**src/design/aes_kexp_pkg.sv**
```systemverilog
package aes_kexp_pkg;

    localparam int unsigned HALF_W  = 64;
    localparam int unsigned ROUND_W = 4;

    localparam logic [ROUND_W-1:0] FIRST_ROUND = 4'd0;
    localparam logic [ROUND_W-1:0] LAST_ROUND  = 4'd10;

    typedef logic [31:0]         t_word;
    typedef logic [127:0]        t_block;
    typedef logic [ROUND_W-1:0]  t_round;

    typedef enum logic {
        ST_IDLE,
        ST_EMIT
    } t_state;

    // Commands from the controller to the datapath.
    typedef struct packed {
        logic   load;
        logic   step;
        t_round round;
    } t_cmd;

    localparam logic [7:0] SBOX [256] = '{
        8'h63,8'h7c,8'h77,8'h7b,8'hf2,8'h6b,8'h6f,8'hc5,8'h30,8'h01,8'h67,8'h2b,8'hfe,8'hd7,8'hab,8'h76,
        8'hca,8'h82,8'hc9,8'h7d,8'hfa,8'h59,8'h47,8'hf0,8'had,8'hd4,8'ha2,8'haf,8'h9c,8'ha4,8'h72,8'hc0,
        8'hb7,8'hfd,8'h93,8'h26,8'h36,8'h3f,8'hf7,8'hcc,8'h34,8'ha5,8'he5,8'hf1,8'h71,8'hd8,8'h31,8'h15,
        8'h04,8'hc7,8'h23,8'hc3,8'h18,8'h96,8'h05,8'h9a,8'h07,8'h12,8'h80,8'he2,8'heb,8'h27,8'hb2,8'h75,
        8'h09,8'h83,8'h2c,8'h1a,8'h1b,8'h6e,8'h5a,8'ha0,8'h52,8'h3b,8'hd6,8'hb3,8'h29,8'he3,8'h2f,8'h84,
        8'h53,8'hd1,8'h00,8'hed,8'h20,8'hfc,8'hb1,8'h5b,8'h6a,8'hcb,8'hbe,8'h39,8'h4a,8'h4c,8'h58,8'hcf,
        8'hd0,8'hef,8'haa,8'hfb,8'h43,8'h4d,8'h33,8'h85,8'h45,8'hf9,8'h02,8'h7f,8'h50,8'h3c,8'h9f,8'ha8,
        8'h51,8'ha3,8'h40,8'h8f,8'h92,8'h9d,8'h38,8'hf5,8'hbc,8'hb6,8'hda,8'h21,8'h10,8'hff,8'hf3,8'hd2,
        8'hcd,8'h0c,8'h13,8'hec,8'h5f,8'h97,8'h44,8'h17,8'hc4,8'ha7,8'h7e,8'h3d,8'h64,8'h5d,8'h19,8'h73,
        8'h60,8'h81,8'h4f,8'hdc,8'h22,8'h2a,8'h90,8'h88,8'h46,8'hee,8'hb8,8'h14,8'hde,8'h5e,8'h0b,8'hdb,
        8'he0,8'h32,8'h3a,8'h0a,8'h49,8'h06,8'h24,8'h5c,8'hc2,8'hd3,8'hac,8'h62,8'h91,8'h95,8'he4,8'h79,
        8'he7,8'hc8,8'h37,8'h6d,8'h8d,8'hd5,8'h4e,8'ha9,8'h6c,8'h56,8'hf4,8'hea,8'h65,8'h7a,8'hae,8'h08,
        8'hba,8'h78,8'h25,8'h2e,8'h1c,8'ha6,8'hb4,8'hc6,8'he8,8'hdd,8'h74,8'h1f,8'h4b,8'hbd,8'h8b,8'h8a,
        8'h70,8'h3e,8'hb5,8'h66,8'h48,8'h03,8'hf6,8'h0e,8'h61,8'h35,8'h57,8'hb9,8'h86,8'hc1,8'h1d,8'h9e,
        8'he1,8'hf8,8'h98,8'h11,8'h69,8'hd9,8'h8e,8'h94,8'h9b,8'h1e,8'h87,8'he9,8'hce,8'h55,8'h28,8'hdf,
        8'h8c,8'ha1,8'h89,8'h0d,8'hbf,8'he6,8'h42,8'h68,8'h41,8'h99,8'h2d,8'h0f,8'hb0,8'h54,8'hbb,8'h16
    };

    function automatic t_word rcon(input t_round r);
        t_word c;
        case (r)
            4'd1:    c = 32'h0100_0000;
            4'd2:    c = 32'h0200_0000;
            4'd3:    c = 32'h0400_0000;
            4'd4:    c = 32'h0800_0000;
            4'd5:    c = 32'h1000_0000;
            4'd6:    c = 32'h2000_0000;
            4'd7:    c = 32'h4000_0000;
            4'd8:    c = 32'h8000_0000;
            4'd9:    c = 32'h1b00_0000;
            4'd10:   c = 32'h3600_0000;
            default: c = 32'h0000_0000;
        endcase
        return c;
    endfunction

    function automatic t_word sub_word(input t_word w);
        return {SBOX[w[31:24]], SBOX[w[23:16]], SBOX[w[15:8]], SBOX[w[7:0]]};
    endfunction

    function automatic t_word rot_word(input t_word w);
        return {w[23:0], w[31:24]};
    endfunction

    // One round of the expansion: round key r from round key r-1.
    function automatic t_block next_round_key(input t_block k, input t_round r);
        t_word w0;
        t_word w1;
        t_word w2;
        t_word w3;
        w0 = k[127:96] ^ sub_word(rot_word(k[31:0])) ^ rcon(r);
        w1 = k[95:64] ^ w0;
        w2 = k[63:32] ^ w1;
        w3 = k[31:0]  ^ w2;
        return {w0, w1, w2, w3};
    endfunction

endpackage

```
**src/design/aes_kexp_ctrl.sv**
```systemverilog
module aes_kexp_ctrl
    import aes_kexp_pkg::*;
(
    input  logic   i_clk,
    input  logic   i_rst_n,
    input  logic   i_in_valid,
    input  logic   i_out_ready,
    output logic   o_in_ready,
    output logic   o_out_valid,
    output t_round o_round,
    output logic   o_last,
    output t_cmd   o_cmd
);

    t_state r_state;
    t_state n_state;
    t_round r_round;
    t_round n_round;

    logic in_fire;
    logic out_fire;
    logic last;

    always_ff @(posedge i_clk) begin
        if (!i_rst_n) begin
            r_state <= ST_IDLE;
            r_round <= FIRST_ROUND;
        end else begin
            r_state <= n_state;
            r_round <= n_round;
        end
    end

    always_comb begin
        last        = (r_state == ST_EMIT) && (r_round == LAST_ROUND);
        o_out_valid = (r_state == ST_EMIT);
        // A new key may enter in the cycle that the last round key is taken.
        o_in_ready  = i_rst_n && ((r_state == ST_IDLE) || (last && i_out_ready));
        in_fire     = i_in_valid && o_in_ready;
        out_fire    = o_out_valid && i_out_ready;
        n_state     = r_state;
        n_round     = r_round;
        o_cmd.load  = 1'b0;
        o_cmd.step  = 1'b0;
        o_cmd.round = r_round + 4'd1;
        case (r_state)
            ST_IDLE: begin
                if (in_fire) begin
                    n_state    = ST_EMIT;
                    n_round    = FIRST_ROUND;
                    o_cmd.load = 1'b1;
                end
            end
            ST_EMIT: begin
                if (in_fire) begin
                    n_round    = FIRST_ROUND;
                    o_cmd.load = 1'b1;
                end else if (out_fire) begin
                    if (last) begin
                        n_state = ST_IDLE;
                    end else begin
                        n_round    = r_round + 4'd1;
                        o_cmd.step = 1'b1;
                    end
                end
            end
            default: begin
                n_state = ST_IDLE;
            end
        endcase
        o_round = r_round;
        o_last  = last;
    end

endmodule

```
**config.mk**
```make
export PLATFORM = sky130hd
export DESIGN_NAME = aes_kexp_ctrl
export DESIGN_NICKNAME = d
export VERILOG_FILES = /design/src/design/aes_kexp_pkg.sv /design/src/design/aes_kexp_ctrl.sv
export SDC_FILE = /design/constraint.sdc
export NUM_CORES = 1
export LEC_CHECK = 0
export BUFFER_PORTS_ARGS = -buffer_cell sky130_fd_sc_hd__buf_2
export CAP_MARGIN = 20
export CORE_AREA = 2 2 39 41
export CTS_CLUSTER_SIZE = 10
export DETAILED_ROUTE_END_ITERATION = 6
export DIE_AREA = 0 0 41 43
export GPL_TIMING_DRIVEN = 0
export PLACE_DENSITY = 0.56
export REMOVE_ABC_BUFFERS = 1
export SYNTH_ARGS = -nofsm -noshare
export SYNTH_HDL_FRONTEND = slang
export SYNTH_SLANG_ARGS = --single-unit
```
**constraint.sdc**
```tcl
create_clock -name i_clk -period 2.5 [get_ports i_clk]
set_input_delay 0.125 -clock i_clk [delete_from_list [all_inputs] [get_ports i_clk]]
set_output_delay 0.125 -clock i_clk [all_outputs]
set_load 0.005 [all_outputs]
```
Word-level counts from Yosys, hierarchy flattened

Index checks and enable logic that the tools add are counted.

Bits in registers: 5
Input port bits: 4
Output and inout port bits: 13
Logic and storage cells: 28

Add/subtract/negate cells: 1
Equality and inequality tests: 4
Mux-type cells: 13
Bitwise operators: 1
Reduce and logical (&&, ||, !) cells: 7

Operator list:

| kind                                                                     | count |
|---|---|
| 4-bit 2-to-1 mux                                                         | 4 |
| 4-bit case mux with 2 select lines                                       | 1 |
| 1-bit 2-to-1 mux                                                         | 7 |
| 1-bit logical AND                                                        | 5 |
| 4-bit by 1-bit adder with 4-bit output (second input constant)           | 1 |
| 4-bit == test (second input constant)                                    | 1 |
| 3-bit by 1-bit inequality test with 1-bit output (second input constant) | 1 |
| 3-bit by 2-bit inequality test with 1-bit output (second input constant) | 1 |
| 3-bit AND reduction                                                      | 1 |
| 2-bit inequality test (second input constant)                            | 1 |
| 1-bit case mux with 2 select lines                                       | 1 |
| 1-bit logical OR                                                         | 1 |
| 1-bit NOT                                                                | 1 |

Longest topological paths before layout

Gate-level depths: netlist of the first run.

Depth after elaboration: 8
Mapped depth: 6
Depth with buffers taken out: 5

Worst setup path after synthesis of the first run

No wires, ideal clock.

Path type: reg-to-output
Start point: register r_round[0] (netlist: o_round[0])
End point: output port o_cmd[5] (netlist name)
Data arrival time: 1.300 ns
Required time: 2.375 ns
Slack: 1.075 ns
Cell stages (with the launch flop): 7
Path buffers: 1
Cells stage by stage: dfxtp_1 -> inv_1 -> ha_1 -> nand3b_1 -> o21ai_0 -> and3_1 -> buf_4

RTL lines:

| what                   | RTL line            | text |
|---|---|---|
| start, declared        | aes_kexp_ctrl.sv:17 | `t_round r_round;` |
| start signal, assigned | aes_kexp_ctrl.sv:30 | `r_round <= n_round;` |
| end, declared          | aes_kexp_ctrl.sv:12 | `output t_cmd o_cmd` |

==> results of run 1 <==
==> sequential cells by signal, summed over array words and instances (netlist names) <==
name	flops
o_round	4
o_out_valid	1
==> worst register-to-register path, cell delays in order, from the launching register on <==
cell and delay, ps:
dfxtp_1 410, inv_1 100, ha_1 210, and3b_4 210, or3_1 340, a31oi_1 140
==> synthesized netlist by cell type, drive strengths merged <==
master   number
dfxtp         5
inv           5
nand3         5
nand2b        3
o21ai         3
or3           3
a21oi         2
and2          2
ha            2
a2111oi       1
a221oi        1
a31o          1
a31oi         1
and3          1
and3b         1
buf           1
nand2         1
nand3b        1
nor2          1
xnor2         1
xor2          1
==> layer usage <==
| metal | global-route usage [%] | vias up | share of wire, % |
|---|---|---|---|
| met5 | 0 | - | 0 |
| met4 | 12.0 | 0 | 4.4 |
| met3 | 5.24 | 5 | 6.8 |
| met2 | 15.6 | 13 | 43 |
| met1 | 13.9 | 167 | 46 |
| li1 | - | 187 | - |
==> cell families (layout without fill, tap and decap cells) <==
| kind of cell | after synthesis | in the layout | synth area share (%) |
|---|---|---|---|
| and+or+nand+nor | 18 | 18 | 33.1 |
| xor gates and xnor gates | 2 | 2 | 5.04 |
| AOI/OAI and AO/OA | 9 | 9 | 18.3 |
| DFF | 5 | 5 | 28.8 |
| buffers and inverters | 6 | 25 | 7.56 |
| adders and majority gates | 2 | 2 | 7.19 |
==> path summary, 6_finish.rpt <==
check             start          to  slack (ps)  cells after the start
max reg2reg  o_round[0]  o_round[1]        1020                      5
min reg2reg  o_round[2]  o_round[2]         560                      2
max          o_round[1]    o_cmd[5]         620                      5
min          i_in_valid  o_round[3]         120                      2
==> cell type report <==
cell class                 count  area [sq um]
clock buffer                   4          26.3
tap                           16          20.0
inverter                       5          18.8
timing repair buffer          16          80.1
sequential                     5           100
fill                         153           917
multi-input combinational     31           221
==> stage by stage <==
step                power [mW]  setup slack [ps]
detailed placement       0.113               903
CTS                      0.213               632
global route             0.226               501
global placement         0.113               897
floorplan               0.0992              1080
finish                   0.212               623
==> power groups by stage <==
stage	clock, mW	sequential, mW	combinational, mW
after floorplan	0	0.0868	0.0124
after global placement	0	0.0872	0.0258
after detailed placement	0	0.0872	0.0259
after CTS	0.102	0.0856	0.0260
after global routing	0.111	0.0860	0.0287
final	0.100	0.0859	0.0259
==> metrics.md, run 1 <==
| Metric | Value |
|---|---|
| Critical Path Fanout Max | 6 |
| Rows | 14 |
| Status | completed |
| Max-slew violation count | 0 |
| Clk_skew | 9.74 ps |
| Total Nets Final | 68 |
| Pint | 154 uW |
| CTS buffer count | 3 |
| Chip width | 41 um |
| I/O Pins | 17 |
| Lkg Pwr | 0.233 nW |
| Worst hold-check path type | in2reg |
| Layout Area Growth over Synthesis | 34.2% |
| Post-synthesis register bit count | 5 |
| Most frequent cells in the layout | buf_2, inv_1, dfxtp_1 |
| Cells after Synth | 42 |
| CP Data Required Time | 2380 ps |
| Share of cells above drive strength 1 | 39.3% |
| Sequential share of the synthesized area | 28.8% |
| Via count | 372 |
| ANT cells | 0 |
| Sw frac | 27.2% |
| Mapped Area | 348 sq um |
| CTS clock-pin slew for the worst setup and hold paths | 50 ps |
| Slew HR | 66.4% |
| Layout Cells excl Fill | 77 |
| Remaining antenna violation count after routing | 0 |
| First-pass GRT wire length | 1320 um |
| Finished Core Util | 33.7% |
| # clock sinks | 5 |
| Setup_tns | 0 ps |
| Core ar. | 0.00138 sq mm |
| DRT Wirelength | 854 um |
| Die footprint | 0.00176 sq mm |
| Achievable frequency | 533 MHz |
| Most common cell after layout, fill and taps aside | buf_2 |
| Cts hold-fix bufs | 0 |
| Post-CTS Setup Bufs | 0 |
| Post-synthesis average cell area | 8.28 sq um |
| GR Overflow Total | 0 |
| Worst Max-Slew Pin Slew | 498 ps |
| Area leader, netlist | dfxtp_1 |
| RSZ-0062 raised after global routing | no |
| Starting Density | 25.1% |
| Global placer's final weighted congestion | 0.759 |
| PD cells | 455 mW/mm^2 |
| Placed Cells incl. Taps | 73 |
| Max VDD drop | 207 uV |
| PortBufs | 16 |
| Crit path DAT | 1750 ps |
| Clock Tree Buf Depth | 2 |
| Setup violators final | 0 |
| Final period util | 75.1% |
| Cell Area, Placed | 440 sq um |
| Sequential share of power | 40.5% |
| Synthesis warning total | 0 |
| HPWL after detailed placement | 632 um |
| Worst path top cell family by delay | flip-flops |
| Final hold violations | 0 |
| Design Area, Final | 467 sq um |
| Clock Tree Root | clkbuf_4 |
| H-tree Lvls | 1 |
| Yosys top cell area share | 28.8% |
| Post-cts resize count | 0 |
| Power share of the combinational group | 12.2% |
| Detailed Routing Iterations Pass 1 | 4 |
| Worst skew pair latency | 260 ps |
| Pin count of the biggest net entering global routing | 9 |
| Clk pwr share | 47.3% |
| Unique cell type count in the Yosys netlist | 23 |
| GRT Total Usage | 12.2% |
| Max stage delay on crit path | 440 ps |
| Initial antenna violation count | 0 |
| Final Hold Slack | 119 ps |
| Wirelength per Cell | 11.1 um |
| Die height | 43 um |
| Ordered list of cells on the worst path | ha_1 > nand3b_1 > o21ai_0 > and3_1 > buf_2 |
| DRC errors left | 0 |
| Via density | 4.83 |
| Net Switching | 57.7 uW |
| Max-cap violations | 0 |
| Worst Setup End Kind | primary output |
| Iter 0 DRT Violations | 6 |
| Vias in the first global route | 290 |
| CTS tree | built |
| Critical path type | reg2out |
| Tmin final | 1880 ps |
| Top cells by area, synth | dfxtp_1, ha_1, nand3_1, inv_1, nand2b_1 |
| Buf/Inv on CP | 1 |
| CP max-delay cell | dfxtp_1 |
| CP startpoint kind | flop |
No activity file was read; power rests on OpenSTA's default activity.
==> inputs of run 2 (changes only) <==
- PLACE_DENSITY: 0.56 -> 0.58
- clock period: 2.5 -> 1.61 ns (I/O delays scaled with it)
==> metrics.md, run 2 (same netlist as run 1, synthesis figures left out) <==
| Metric | Value |
|---|---|
| Achievable frequency | 672 MHz |
| Vias in the first global route | 317 |
| Final period util | 92.4% |
| GR Util met3 | 6.28% |
| Die footprint | 0.00176 sq mm |
| Share of cells above drive strength 1 | 50.0% |
| H-tree Lvls | 1 |
| CTS clock-pin slew for the worst setup and hold paths | 40 ps |
| CP Data Required Time | 1530 ps |
| CTS buffer count | 3 |
| Initial antenna violation count | 0 |
| Clock Tree Buf Depth | 2 |
| Starting Density | 25.1% |
| CP startpoint kind | flop |
| Cell Area, Placed | 440 sq um |
| Layout Area Growth over Synthesis | 47.5% |
| GRT Total Usage | 12.6% |
| Via density | 4.84 |
| Final hold violations | 0 |
| Global placer's final weighted congestion | 0.815 |
| CP max-delay cell | dfxtp_4 |
| Pin count of the biggest net entering global routing | 9 |
| Max-cap violations | 0 |
| DRC errors left | 0 |
| PortBufs | 16 |
| Ordered list of cells on the worst path | inv_4 > ha_4 > nand3b_1 > o21ai_2 > and3_1 > buf_2 |
| GRT met2 Usage | 14.1% |
| Total Nets Final | 71 |
| GR Overflow Total | 0 |
| Rows | 14 |
| Clk_skew | 0.712 ps |
| PD cells | 642 mW/mm^2 |
| Max-slew violation count | 0 |
| Max FFs per register | 4 |
| Crit path DAT | 1410 ps |
| Via count | 387 |
| Tmin final | 1490 ps |
| Die height | 43 um |
| I/O Pins | 17 |
| Remaining antenna violation count after routing | 0 |
| First-pass GRT wire length | 1440 um |
| # clock sinks | 5 |
| Status | completed |
| Worst Max-Slew Pin Slew | 350 ps |
| Wirelength per Cell | 11.9 um |
| ANT cells | 0 |
| RSZ-0062 raised after global routing | no |
| Chip width | 41 um |
| Critical Path Fanout Max | 5 |
| Detailed Routing Iterations Pass 1 | 4 |
| Critical path type | reg2out |
| Core ar. | 0.00138 sq mm |
| Slew HR | 76.1% |
| Most frequent cells in the layout | buf_2, inv_1, nand3_1 |
| Most common cell after layout, fill and taps aside | buf_2 |
| Lkg Pwr | 0.252 nW |
| Buf/Inv on CP | 2 |
| Setup violators final | 0 |
| CTS tree | built |
| Clock Tree Root | clkbuf_4 |
| Worst path top cell family by delay | flip-flops |
| Post-layout power | 329 uW |
| Worst Setup End Kind | primary output |
| Iter 0 DRT Violations | 13 |
| Design Area, Final | 513 sq um |
| Setup_tns | 0 ps |
| DRT Wirelength | 953 um |
| GR peak layer | met1 |
| Max stage delay on crit path | 360 ps |
| GR Util met1 | 18.0% |
| Max VDD drop | 359 uV |
| HPWL after detailed placement | 667 um |
| Worst skew pair latency | 240 ps |
| Worst hold-check path type | in2reg |
[run 2: cell types whose count changed in the layout (fill, tap and decap cells not counted)]
| cell | delta |
|---|---|
| dfxtp_2 | +1 |
| buf_4 | +3 |
| o21ai_0 | -1 |
| dfxtp_1 | -2 |
| inv_1 | -1 |
| inv_4 | +1 |
| dfxtp_4 | +1 |
| ha_1 | -1 |
| ha_4 | +1 |
| o21ai_2 | +1 |
[run 2: per-stage QoR]
step	instances	hold slack [ps]	util (%)	worst slack, ps
after floorplan	41	169	-	190
after global routing	80	96.1	37.1	24.6
after detailed placement	73	346	31.8	41.2
after CTS	77	93.6	34.0	9.77
final	80	95.8	37.1	122
after global placement	73	344	31.8	46.4
[run 2: per-layer routing]
layer / routed length, um / part of all wire [%]
met2: 442 / 46
met4: 21 / 2.2
met3: 76 / 8.0
met1: 413 / 43
met5: 0 / 0
[run 2: final timing paths]
kind	startpoint	to	slack [ps]	cells past startpoint
worst min-delay path	i_in_valid	o_round[3]	100	2
worst max register to register	o_round[0]	o_round[1]	280	5
worst max-delay path	o_round[0]	o_cmd[5]	120	6
worst min register to register	o_round[2]	o_round[2]	560	2
[run 2: power by group]
group	leakage (nW)	internal (mW)	total (mW)	switching [mW]
Sequential	0.0420	0.127	0.134	0.00656
Clock	0.0150	0.0937	0.145	0.0518
Combinational	0.195	0.0250	0.0501	0.0252
Total	0.252	0.246	0.329	0.0835
[run 2: final cells by class]
cell class / instances / area, sq um
inverter: 5 / 21.3
multi-input combinational: 31 / 238
fill: 150 / 871
clock buffer: 4 / 26.3
tap: 16 / 20.0
timing repair buffer: 19 / 103
sequential: 5 / 105
[run 2: what timing repair did]
action                                  CTS  global route
hold buffers                              0             0
resized for setup                         2             7
buffers inserted                          0             3
cloned                                    0             0
pin swaps                                 0             2
endpoints found under the setup margin    2             4
==> inputs of run 3 (changes only) <==
- PLACE_DENSITY: 0.58 -> not set
- PLACE_DENSITY_LB_ADDON: not set -> 0.25
==> metrics.md, run 3 (same netlist as run 1, synthesis figures left out) <==
| Metric | Value |
|---|---|
| Met3 WL | 79 um |
| Crit path DAT | 1450 ps |
| Critical Path Fanout Max | 6 |
| Global placer's final weighted congestion | 0.777 |
| Most frequent cells in the layout | buf_2, inv_1, nand3_1 |
| Final hold violations | 0 |
| Finished Core Util | 36.3% |
| DR top layer | met3 |
| Max-slew violation count | 0 |
| Hold path startpoint | i_in_valid |
| Vias in the first global route | 335 |
| Share of cells above drive strength 1 | 50.0% |
| Cts hold-fix bufs | 0 |
| FF-to-FF setup slack | 250 ps |
| CTS tree | built |
| Slew HR | 75.0% |
| Hold endpoint | o_round[3] |
| ANT cells | 0 |
| CTS clock-pin slew for the worst setup and hold paths | 50 ps |
| DRT Wirelength | 918 um |
| PD cells | 668 mW/mm^2 |
| Critical path type | reg2out |
| DR WL met2 | 451 um |
| Final period util | 94.9% |
| Die height | 43 um |
| Status | completed |
| Iter 0 DRT Violations | 6 |
| Remaining antenna violation count after routing | 0 |
| Layout Area Growth over Synthesis | 44.6% |
| R2R cell count | 4 |
| HPWL after detailed placement | 644 um |
| Tmin final | 1530 ps |
| Worst skew pair latency | 250 ps |
| Clk_skew | 3.52 ps |
| Die footprint | 0.00176 sq mm |
| Hold path cells | 2 |
| Max VDD drop | 436 uV |
| Worst Max-Slew Pin Slew | 366 ps |
| Total Nets Final | 71 |
| PnR worst setup slack | 81.3 ps |
| Core ar. | 0.00138 sq mm |
| Pin count of the biggest net entering global routing | 9 |
| Via density | 4.94 |
| CTS buffer count | 3 |
| Worst hold-check path type | in2reg |
| Detailed Routing Iterations Pass 1 | 4 |
| DRC errors left | 0 |
| Initial antenna violation count | 0 |
| Design Area, Final | 503 sq um |
| Clock Tree Root | clkbuf_4 |
| Chip width | 41 um |
| Wirelength per Cell | 11.5 um |
| Setup_tns | 0 ps |
| # clock sinks | 5 |
| Met1 wire length | 387 um |
| CP startpoint kind | flop |
| I/O Pins | 17 |
| Via count | 395 |
| Achievable frequency | 654 MHz |
| Most common cell after layout, fill and taps aside | buf_2 |
| Max FFs per register | 4 |
| Post-Place Worst Slack | 59.7 ps |
| Worst Setup End Kind | primary output |
| GR Overflow Total | 0 |
| First-pass GRT wire length | 1430 um |
| H-tree Lvls | 1 |
| Cell Area, Placed | 440 sq um |
| Lkg Pwr | 0.250 nW |
| Rows | 14 |
| Setup violators final | 0 |
| PortBufs | 16 |
| Crit Reg-Reg Startpoint | o_round[1] |
| Starting Density | 25.1% |
| CP Data Required Time | 1530 ps |
| Fill count | 155 |
| R2R Path End | o_round[0] |
| GRT Total Usage | 12.5% |
| Max-cap violations | 0 |
| Clock Tree Buf Depth | 2 |
-- run 3: changes by cell type in the layout (fill, tap and decap cells not counted) --
cell / delta
ha_4: -1
ha_2: +1
-- run 3: cell type report --
type / count / area, sq um / share of cell area [%]
multi-input combinational: 31 / 228 / 45.3
sequential: 5 / 105 / 20.9
timing repair buffer: 19 / 103 / 20.4
clock buffer: 4 / 26.3 / 5.22
inverter: 5 / 21.3 / 4.23
tap: 16 / 20.0 / 3.98
-- run 3: timing repair --
action	in CTS	in global routing
resized for setup	2	6
pin swaps	0	2
setup endpoints to repair	2	6
setup buffers	0	3
-- run 3: worst max path at each step --
stage / to / slack, ps / start / cells after the start
floorplan: o_round[1] / 190 / o_round[0] / 5
global placement: o_cmd[5] / 40 / o_round[1] / 5
detailed placement: o_cmd[5] / 60 / o_round[1] / 5
CTS: o_cmd[5] / 3 / o_round[0] / 6
global route: o_cmd[5] / -20 / o_round[1] / 5
finish: o_cmd[5] / 80 / o_round[1] / 5
-- run 3: critical path, stage by stage (launching register included) --
cell      delay (ps)
dfxtp_2          390
ha_2             200
nand3b_1         120
o21ai_2          210
and3_1           170
buf_2            100
-- run 3: power by group --
part           switching [mW]  internal, mW  leakage, nW
combinational          0.0243        0.0241        0.193
clock                  0.0598        0.0942       0.0150
sequential            0.00659         0.127       0.0420
total                  0.0907         0.245        0.250
-- run 3: routing by layer --
layer | global-route usage, % | vias to the layer above
met2 | 15.6 | 18
met1 | 16.0 | 181
met3 | 9.95 | 0
li1 | - | 196
met5 | 0 | -
met4 | 4.00 | 0
-- run 3: stage by stage --
| stage | total power [mW] | hold WS [ps] | instances |
|---|---|---|---|
| after detailed placement | 0.176 | 344 | 73 |
| after global routing | 0.368 | 64.9 | 80 |
| final | 0.336 | 82.6 | 80 |
| after floorplan | 0.154 | 169 | 41 |
| after CTS | 0.335 | 75.0 | 77 |
| after global placement | 0.176 | 343 | 73 |
